## src/bsr_pkg.sv

```systemverilog
// ----------------------------------------------------------------------------
// Byte stream reassembler package
// Sizes, slot and cell control types, and sequencer states.
// ----------------------------------------------------------------------------
package bsr_pkg;

    localparam int WINDOW = 64;
    localparam int SLOT_W = $clog2(WINDOW);
    localparam int IDX_W  = 64;
    localparam int BYTE_W = 8;
    localparam int CNT_W  = 7;

    typedef struct packed {
        logic              valid;
        logic [BYTE_W-1:0] data;
    } bsr_slot_t;

    typedef struct packed {
        logic shift;
        logic load;
    } bsr_cell_ctrl_t;

    typedef enum logic [1:0] {
        ST_IDLE = 2'b01,
        ST_RUN  = 2'b10
    } bsr_state_t;

endpackage

```

## src/byte_stream_reassembler.sv

```systemverilog
// An accepted item moves the sequencer from idle to run; its results are then registered in turn.
// No new item is taken until the last result of the current one is registered,
// as the window chain shifts one byte towards the output per cycle while the output is free.
// The result register frees the input side while the last result waits.
// Reset (aresetn low, synchronous) empties every cell, zeroes the counters,
// clears the end and closed flags; byte storage keeps its contents.
// ----------------------------------------------------------------------------
// Byte stream reassembler
// Stores out-of-order bytes in a chain of cells aligned to the next expected
// index and drains the in-order run one byte per cycle while the output is free.
// ----------------------------------------------------------------------------
module byte_stream_reassembler (
    input  logic        aclk,
    input  logic        aresetn,
    input  logic        s_tvalid,
    output logic        s_tready,
    // [63:0] stream_index, [71:64] byte_value, [78:72] free_capacity, [79] zero
    input  logic [79:0] s_tdata,
    // [0] byte_present
    input  logic [0:0]  s_tuser,
    input  logic        s_tlast,
    output logic        m_tvalid,
    input  logic        m_tready,
    // [7:0] out_byte, [14:8] pending_bytes, [15] zero
    output logic [15:0] m_tdata,
    // [0] out_valid, [1] stream_closed
    output logic [1:0]  m_tuser,
    output logic        m_tlast
);
    import bsr_pkg::*;

    bsr_state_t        state_reg, state_next;
    logic [IDX_W-1:0]  next_exp_reg, next_exp_next;
    logic [IDX_W-1:0]  end_pos_reg, end_pos_next;
    logic              end_seen_reg, end_seen_next;
    logic              closed_reg, closed_next;
    logic [CNT_W-1:0]  held_reg, held_next;

    logic              m_tvalid_reg, m_tvalid_next;
    logic [15:0]       m_tdata_reg, m_tdata_next;
    logic [1:0]        m_tuser_reg, m_tuser_next;
    logic              m_tlast_reg, m_tlast_next;

    bsr_slot_t         slots [WINDOW];
    bsr_slot_t         nbrs  [WINDOW];
    bsr_cell_ctrl_t    cell_ctrl [WINDOW];

    logic [IDX_W-1:0]  in_idx;
    logic [BYTE_W-1:0] in_byte;
    logic [CNT_W-1:0]  in_cap;
    logic [CNT_W-1:0]  cap_sat;
    logic [IDX_W-1:0]  diff;
    logic              accept;
    logic              store;
    logic [SLOT_W-1:0] wr_idx;
    logic              out_free;
    logic              step;
    logic              drain;
    logic [IDX_W-1:0]  next_cand;
    logic              closed_after;
    logic              last_res;

    assign in_idx  = s_tdata[63:0];
    assign in_byte = s_tdata[71:64];
    assign in_cap  = s_tdata[78:72];

    assign s_tready = (state_reg == ST_IDLE);
    assign accept   = s_tvalid && s_tready;
    assign out_free = !m_tvalid_reg || m_tready;
    assign step     = (state_reg == ST_RUN) && out_free;
    assign drain    = step && slots[0].valid;

    always_comb begin
        cap_sat = (in_cap > CNT_W'(WINDOW)) ? CNT_W'(WINDOW) : in_cap;
        diff    = in_idx - next_exp_reg;
        wr_idx  = diff[SLOT_W-1:0];
        // Window test on the difference, so the top of the index space never wraps.
        store   = accept && s_tuser[0] && !closed_reg && (in_idx >= next_exp_reg)
                  && (diff < IDX_W'(cap_sat));
        next_cand    = next_exp_reg + IDX_W'(slots[0].valid);
        closed_after = closed_reg || (end_seen_reg && (next_cand == end_pos_reg));
        last_res     = !slots[0].valid || !slots[1].valid;
    end

    for (genvar i = 0; i < WINDOW; i++) begin : g_cell
        if (i == WINDOW - 1) begin : g_top
            assign nbrs[i] = '0;
        end else begin : g_mid
            assign nbrs[i] = slots[i+1];
        end
        assign cell_ctrl[i].shift = drain;
        assign cell_ctrl[i].load  = store && (wr_idx == SLOT_W'(i));

        bsr_cell u_cell (
            .aclk     (aclk),
            .aresetn  (aresetn),
            .ctrl     (cell_ctrl[i]),
            .wr_byte  (in_byte),
            .nbr_in   (nbrs[i]),
            .slot_out (slots[i])
        );
    end

    always_comb begin
        state_next    = state_reg;
        next_exp_next = next_exp_reg;
        end_pos_next  = end_pos_reg;
        end_seen_next = end_seen_reg;
        closed_next   = closed_reg;
        held_next     = held_reg;
        m_tvalid_next = m_tvalid_reg && !m_tready;
        m_tdata_next  = m_tdata_reg;
        m_tuser_next  = m_tuser_reg;
        m_tlast_next  = m_tlast_reg;

        case (state_reg)
            ST_IDLE: begin
                if (accept) begin
                    if (s_tlast) begin
                        end_seen_next = 1'b1;
                        end_pos_next  = in_idx + IDX_W'(s_tuser[0]);
                    end
                    if (store && !slots[wr_idx].valid) begin
                        held_next = held_reg + CNT_W'(1);
                    end
                    state_next = ST_RUN;
                end
            end
            ST_RUN: begin
                if (step) begin
                    logic [CNT_W-1:0] held_out;
                    held_out = slots[0].valid ? held_reg - CNT_W'(1) : held_reg;
                    held_next     = held_out;
                    next_exp_next = next_cand;
                    m_tvalid_next = 1'b1;
                    m_tdata_next  = {1'b0, held_out,
                                     slots[0].valid ? slots[0].data : '0};
                    // Only the final result of an item reports the updated closed state.
                    m_tuser_next  = {last_res ? closed_after : closed_reg, slots[0].valid};
                    m_tlast_next  = last_res;
                    if (last_res) begin
                        closed_next = closed_after;
                        state_next  = ST_IDLE;
                    end
                end
            end
            default: begin
                state_next = ST_IDLE;
            end
        endcase
    end

    always_ff @(posedge aclk) begin
        if (!aresetn) begin
            state_reg    <= ST_IDLE;
            next_exp_reg <= '0;
            end_pos_reg  <= '0;
            end_seen_reg <= 1'b0;
            closed_reg   <= 1'b0;
            held_reg     <= '0;
            m_tvalid_reg <= 1'b0;
        end else begin
            state_reg    <= state_next;
            next_exp_reg <= next_exp_next;
            end_pos_reg  <= end_pos_next;
            end_seen_reg <= end_seen_next;
            closed_reg   <= closed_next;
            held_reg     <= held_next;
            m_tvalid_reg <= m_tvalid_next;
        end
    end

    always_ff @(posedge aclk) begin
        m_tdata_reg <= m_tdata_next;
        m_tuser_reg <= m_tuser_next;
        m_tlast_reg <= m_tlast_next;
    end

    assign m_tvalid = m_tvalid_reg;
    assign m_tdata  = m_tdata_reg;
    assign m_tuser  = m_tuser_reg;
    assign m_tlast  = m_tlast_reg;

endmodule

```

## src/bsr_cell.sv

```systemverilog
// ----------------------------------------------------------------------------
// Reassembler cell
// One slot of the reorder window: a byte and its valid flag. On a shift the
// cell takes its upper neighbour's contents, on a load it takes a new byte.
// ----------------------------------------------------------------------------
module bsr_cell (
    input  logic                   aclk,
    input  logic                   aresetn,
    input  bsr_pkg::bsr_cell_ctrl_t ctrl,
    input  logic [7:0]             wr_byte,
    input  bsr_pkg::bsr_slot_t     nbr_in,
    output bsr_pkg::bsr_slot_t     slot_out
);
    import bsr_pkg::*;

    logic              valid_reg;
    logic [BYTE_W-1:0] data_reg;

    always_ff @(posedge aclk) begin
        if (!aresetn) begin
            valid_reg <= 1'b0;
        end else if (ctrl.shift) begin
            valid_reg <= nbr_in.valid;
        end else if (ctrl.load) begin
            valid_reg <= 1'b1;
        end
    end

    always_ff @(posedge aclk) begin
        if (ctrl.shift) begin
            data_reg <= nbr_in.data;
        end else if (ctrl.load) begin
            data_reg <= wr_byte;
        end
    end

    assign slot_out.valid = valid_reg;
    assign slot_out.data  = data_reg;

endmodule

```

## config.mk

```make
export PLATFORM = sky130hd
export DESIGN_NAME = byte_stream_reassembler
export DESIGN_NICKNAME = d
export VERILOG_FILES = /design/src/bsr_pkg.sv /design/src/byte_stream_reassembler.sv /design/src/bsr_cell.sv
export SDC_FILE = /design/constraint.sdc
export NUM_CORES = 1
export LEC_CHECK = 0
export BUFFER_PORTS_ARGS = -buffer_cell sky130_fd_sc_hd__buf_2
export CAP_MARGIN = 20
export CORE_ASPECT_RATIO = 1.4
export CORE_MARGIN = 2
export CORE_UTILIZATION = 40
export CTS_CLUSTER_SIZE = 24
export DETAILED_ROUTE_END_ITERATION = 8
export SLEW_MARGIN = 25
export SYNTH_ARGS = -nofsm -noshare
export SYNTH_HDL_FRONTEND = slang
export SYNTH_HIERARCHICAL = 1
export SYNTH_SLANG_ARGS = --single-unit
```

## constraint.sdc

```tcl
create_clock -name aclk -period 9.6 [get_ports aclk]
set_input_delay 2.88 -clock aclk [delete_from_list [all_inputs] [get_ports aclk]]
set_output_delay 2.88 -clock aclk [all_outputs]
set_load 0.02 [all_outputs]
```

* After elaboration in Yosys (flattened, before gate mapping)
Index checks and enable logic that the tools add are counted.
** Storage, ports and cells
- Register bits :: 734
- Input bits :: 86
- Output and inout bits :: 21
** Operators by class
- $add $sub $neg :: 5
- Order comparisons :: 4
- Equality and inequality tests :: 70
- Muxes and demuxes :: 268
- Bitwise logic cells :: 2
- Reduce and logical (&&, ||, !) cells :: 153
** Operator list (count)
- 2-to-1 mux 8 bit :: 126
- == test 6 bit (second input constant) :: 32
- 2-to-1 mux 1 bit :: 129
- adder 64 x 1 -> 64 bit :: 2
- nonzero test 2 bit :: 64
- == test 6 x 5 -> 1 bit (second input constant) :: 16
- logical AND 1 bit :: 74
- == test 64 bit :: 1
- greater-or-equal comparator 64 bit :: 1
- less-than comparator 64 x 7 -> 1 bit :: 1
- subtractor 64 bit :: 1
- binary-select mux 9 bit (select 6 bit) :: 1
- == test 6 x 4 -> 1 bit (second input constant) :: 8
- 2-to-1 mux 7 bit :: 5
- == test 6 x 3 -> 1 bit (second input constant) :: 4
- 2-to-1 mux 9 bit :: 2
- case mux 7 bit (2 select lines) :: 1
- == test 6 x 2 -> 1 bit (second input constant) :: 2
- adder 7 x 1 -> 7 bit (second input constant) :: 1
- greater-or-equal comparator 7 bit (second input constant) :: 1
- greater-than comparator 7 bit (second input constant) :: 1
- NOT 6 -> 7 bit :: 1
- subtractor 7 x 1 -> 7 bit (second input constant) :: 1
- == test 6 x 1 -> 1 bit (second input constant) :: 1
- 14 further kinds :: 26

* Depth between registers and ports, before layout
- Word-level depth :: 10
- Mapped depth :: 23
- Gate-level depth less buffers :: 22

* Modules after synthesis
Netlist, hierarchy kept.
** Modules (own cells, without submodules)
- bsr_cell :: times used 64, cells each 22, area an instance 392.9 µm², seq. area each 260.2 µm²
- byte_stream_reassembler :: times used 1, cells each 2374, area an instance 17012.6 µm², seq. area each 3343.2 µm²

* Least setup slack after synthesis
No wires, ideal clock.
- Kind :: input -> register
- From :: in s_tdata[0]
- To :: reg g_cell[46].u_cell.data_reg[0] (enable)
- Arrival time :: 7669 ps
- Required time :: 9299 ps
- Path slack :: 1630 ps
- Cell stages on the path :: 22
- Path through :: inv_1 > ha_1 > inv_1 > fa_1 > xnor2_1 > inv_1 > clkbuf_1 > ha_1 > o21ai_0 > a31oi_1 > o21ai_0 > a21oi_1 > or4_1 > nor4_1 > o2111ai_1 > nor4_1 > or4b_4 > nor4_1 > nand2_1 > clkbuf_1 > nor3_1 > or2_4
** RTL lines
- start: declaration :: line byte_stream_reassembler.sv:18 : input logic [79:0] s_tdata,
- end signal: assignment :: line bsr_cell.sv:31 : data_reg <= nbr_in.data;
- end signal: assignment :: line bsr_cell.sv:33 : data_reg <= wr_byte;
- end: declaration :: line bsr_cell.sv:17 : logic [BYTE_W-1:0] data_reg;

==> results.md <==
- Outcome: finished clean
- Setup crit end kind: flop
- I/O pin cnt: 107
- RSZ-0062 raised after global routing: no
- Worst slew pin tran: 1.10 ns
- Pins Over Slew Limit: 0
- Max-cap violation count: 0
- R2R Setup Slk: 3.15 ns
- Most used cell, CP: nor4_1
- Vias per cell: 5.75
- Final hold violation count: 0
- Slowest CP cell: or4_1
- Most common cell after layout, fill and taps aside: edfxtp_1
- Setup bufs post-CTS: 0
- Worst-path maximum fanout: 16
- WL met3: 4.79 mm
- Synth unique cells: 95
- Residual DRC count: 0
- Post-Route M1 WL: 46.9 mm
- Hold_buf cts: 0
- Maximum buffer depth of the clock tree: 3
- Largest net degree at the start of global routing: 202
- TritonCTS clock tree: yes
- Final ANT Viol Nets: 0
- Die Wd: 278 um
- Power after layout: approximately 7.4 mW
- Setup TNS: 0 ns
- Skew-Pair Late Insertion Delay: about 0.70 ns
- Die Ht: 388 um
- Yosys reg bits: about 730
- Design Area, Final: 45900 sq um
- First-iteration detailed-routing DRC count: between 2k and 3k
- Syn-to-layout area delta: 8.79%
- Met2 wire length: 59.9 mm
- Setup Viol. Count Final: 0
- Total wire length: 118 mm
- Clock transition at path regs: 0.06 ns
- Remaining Overflow, GRT: 0
- Synthesized instance count: around 3.8k
- Leakage: 14.5 nW
- Synth warn: 6
- Pwr dens: 161 nW/um^2
- Routability cong.: 1.01
- Cell taking the most area after synthesis: edfxtp_1
- Initial core utilization: 40.4%
- Hold Path Class: flop to flop
- Core Region: 104000 sq um
- Fillers: 9676
- Buffers and inverters on the worst path: 4
- Worst setup path class: input port to flop
- IO buf count: 104
- DP HPWL: around 83 mm
- Critical-path cell list: buf_2 > inv_1 > ha_2 > inv_1 > fa_1 > a21o_1 > a21oi_1 > xnor2_1 > ha_1 > o21a_1 > o21ai_0 > a21oi_1 > or4_1 > nor4_1 > o2111ai_1 > nor4_1 > or4b_4 > nor4_1 > buf_4 > nand2_1 > nor3_1 > or2_4
- Final net count: a little under 4k
- Die area: 108000 sq um
- Crit share post-route: 87.7%
- Main synth FF type: edfxtp_1
- Clk sinks: roughly 730
- Cell family with most CP delay: simple AND/OR/NAND/NOR gates
- Required time worst endpoint: ~10 ns
- Simple-gate area share of the yosys netlist: 14.0%
- Peak VDD IR: 0.142 mV
- Worst clock skew: 0.0515 ns
- Worst slew margin: 25.9%
- Compound-cell area share of the yosys netlist: 11.0%
- Fmax: approximately 120 MHz
- Max incr delay on CP: 0.56 ns
- Largest family of logic cells by synthesized area: multiplexers
- Most frequent cells in the layout: edfxtp_1, mux2_2, nor2_1, nand2_1, dfxtp_1
- Syn avg cell area: roughly 11 sq um
- Max reg flops: 512
- Share of cells above drive strength 1: 23.9%
- CTS buffer count: 78
- Rows: 140
- Post-DP Area: roughly 43000 sq um
- Synth top area share: roughly 38%
- Sequential fraction of the synthesis area: 47.4%
- DR WL/cell: 22.8 um
- 1st-pass router iterations: 5
- Shortest period the worst path allows: 8.42 ns
- Ranking of synthesized cells by area: edfxtp_1, mux2_2, dfxtp_1
- Vias in the first global route: 29.4k
- Multi-input logic area: 19800 sq um
- H-tree depth: 3
- Netlist Area Pre-Place: 42200 sq um
- Resized cells post-CTS: 0
- EDFF count, synth: 530
- Post-synthesis adder-cell area fraction: 2.30%
- GRT Util Overall: 21.5%
- Via count: 29.8k
- Register area: 20000 sq um
- Async set-or-reset flop fraction in the synthesized netlist: 0%
- Synth Area in XOR/XNOR: 4.40%
- Multiplexer share of the synthesized area: 15.2%
- Critical Path Source Type: input port
- Initial antenna violation count: 4
- First-pass GRT wire length: 179 mm
- Top Metal Used: met4
- Critical path arrival: 8.78 ns
- Clock root cell: clkbuf_16
-- layer usage --
| metal | up-vias | GRT usage (%) |
|---|---|---|
| met5 | - | 0 |
| met4 | 0 | 11.0 |
| met3 | 263 | 2.78 |
| met2 | 794 | 38.5 |
| met1 | 14600 | 24.9 |
| li1 | 14200 | - |
-- logic make-up after synthesis --
logic type	Yosys count
simple gates	1117
flops	734
compound gates	650
mux	562
buf+inv	429
xor+xnor	212
fa+ha+maj	77
other cells	1
-- final timing paths --
path | start | to | cells after the start
setup / recovery | s_tdata[0] | g_cell[37].u_cell/data_reg[0] | 22
hold / removal | end_seen_reg | end_seen_reg | 2
setup reg to reg | next_exp_reg[2] | g_cell[37].u_cell/data_reg[0] | 19
hold reg to reg | end_seen_reg | end_seen_reg | 2
-- area by class of cell --
cell class	instances	area share, %
multi-input combinational	2628	43.2
tap	1349	3.68
inverter	163	1.34
antenna	2	0.0109
clock buffer	94	4.50
clock inverter	50	1.56
sequential	734	43.6
timing repair buffer	153	2.10
-- tightest hold or removal path, delay by kind of cell (launching register included) --
| kind | cells | cell delay [ns] |
|---|---|---|
| flip-flops | 1 | 0.32 |
| AND/OR/NAND/NOR | 2 | 0.12 |
-- power breakdown --
group	leakage, nW	internal, mW	total (mW)	switching, mW
clock	1.31	1.88	3.24	1.35
sequential	6.39	3.41	3.43	0.0210
combinational	6.82	0.259	0.706	0.447
total	14.5	5.56	7.38	1.82
-- synth_stat cells (all sizes together), types with 76 or more instances --
master,number
ha,76
nand3,97
nand4,82
inv,163
xor2,78
a21oi,145
a211oi,85
nor3,143
buf,170
nor2,237
clkbuf,96
edfxtp,530
nand2,230
mux2,519
dfxtp,204
xnor2,134
o21ai,126
-- metrics by stage --
| step | util (%) | hold slack, ns | cells | setup WS [ns] |
|---|---|---|---|---|
| floorplan | - | 0.440 | 3791 | 1.63 |
| global placement | 41.3 | 0.453 | 5026 | 0.621 |
| CTS | 44.0 | 0.475 | 5170 | 1.15 |
| global route | 44.0 | 0.496 | 5171 | 0.701 |
| finish | 44.0 | 0.470 | 5173 | 1.18 |
| detailed placement | 41.3 | 0.458 | 5026 | 0.466 |
Note: power is estimated with default switching activity, not from simulation.
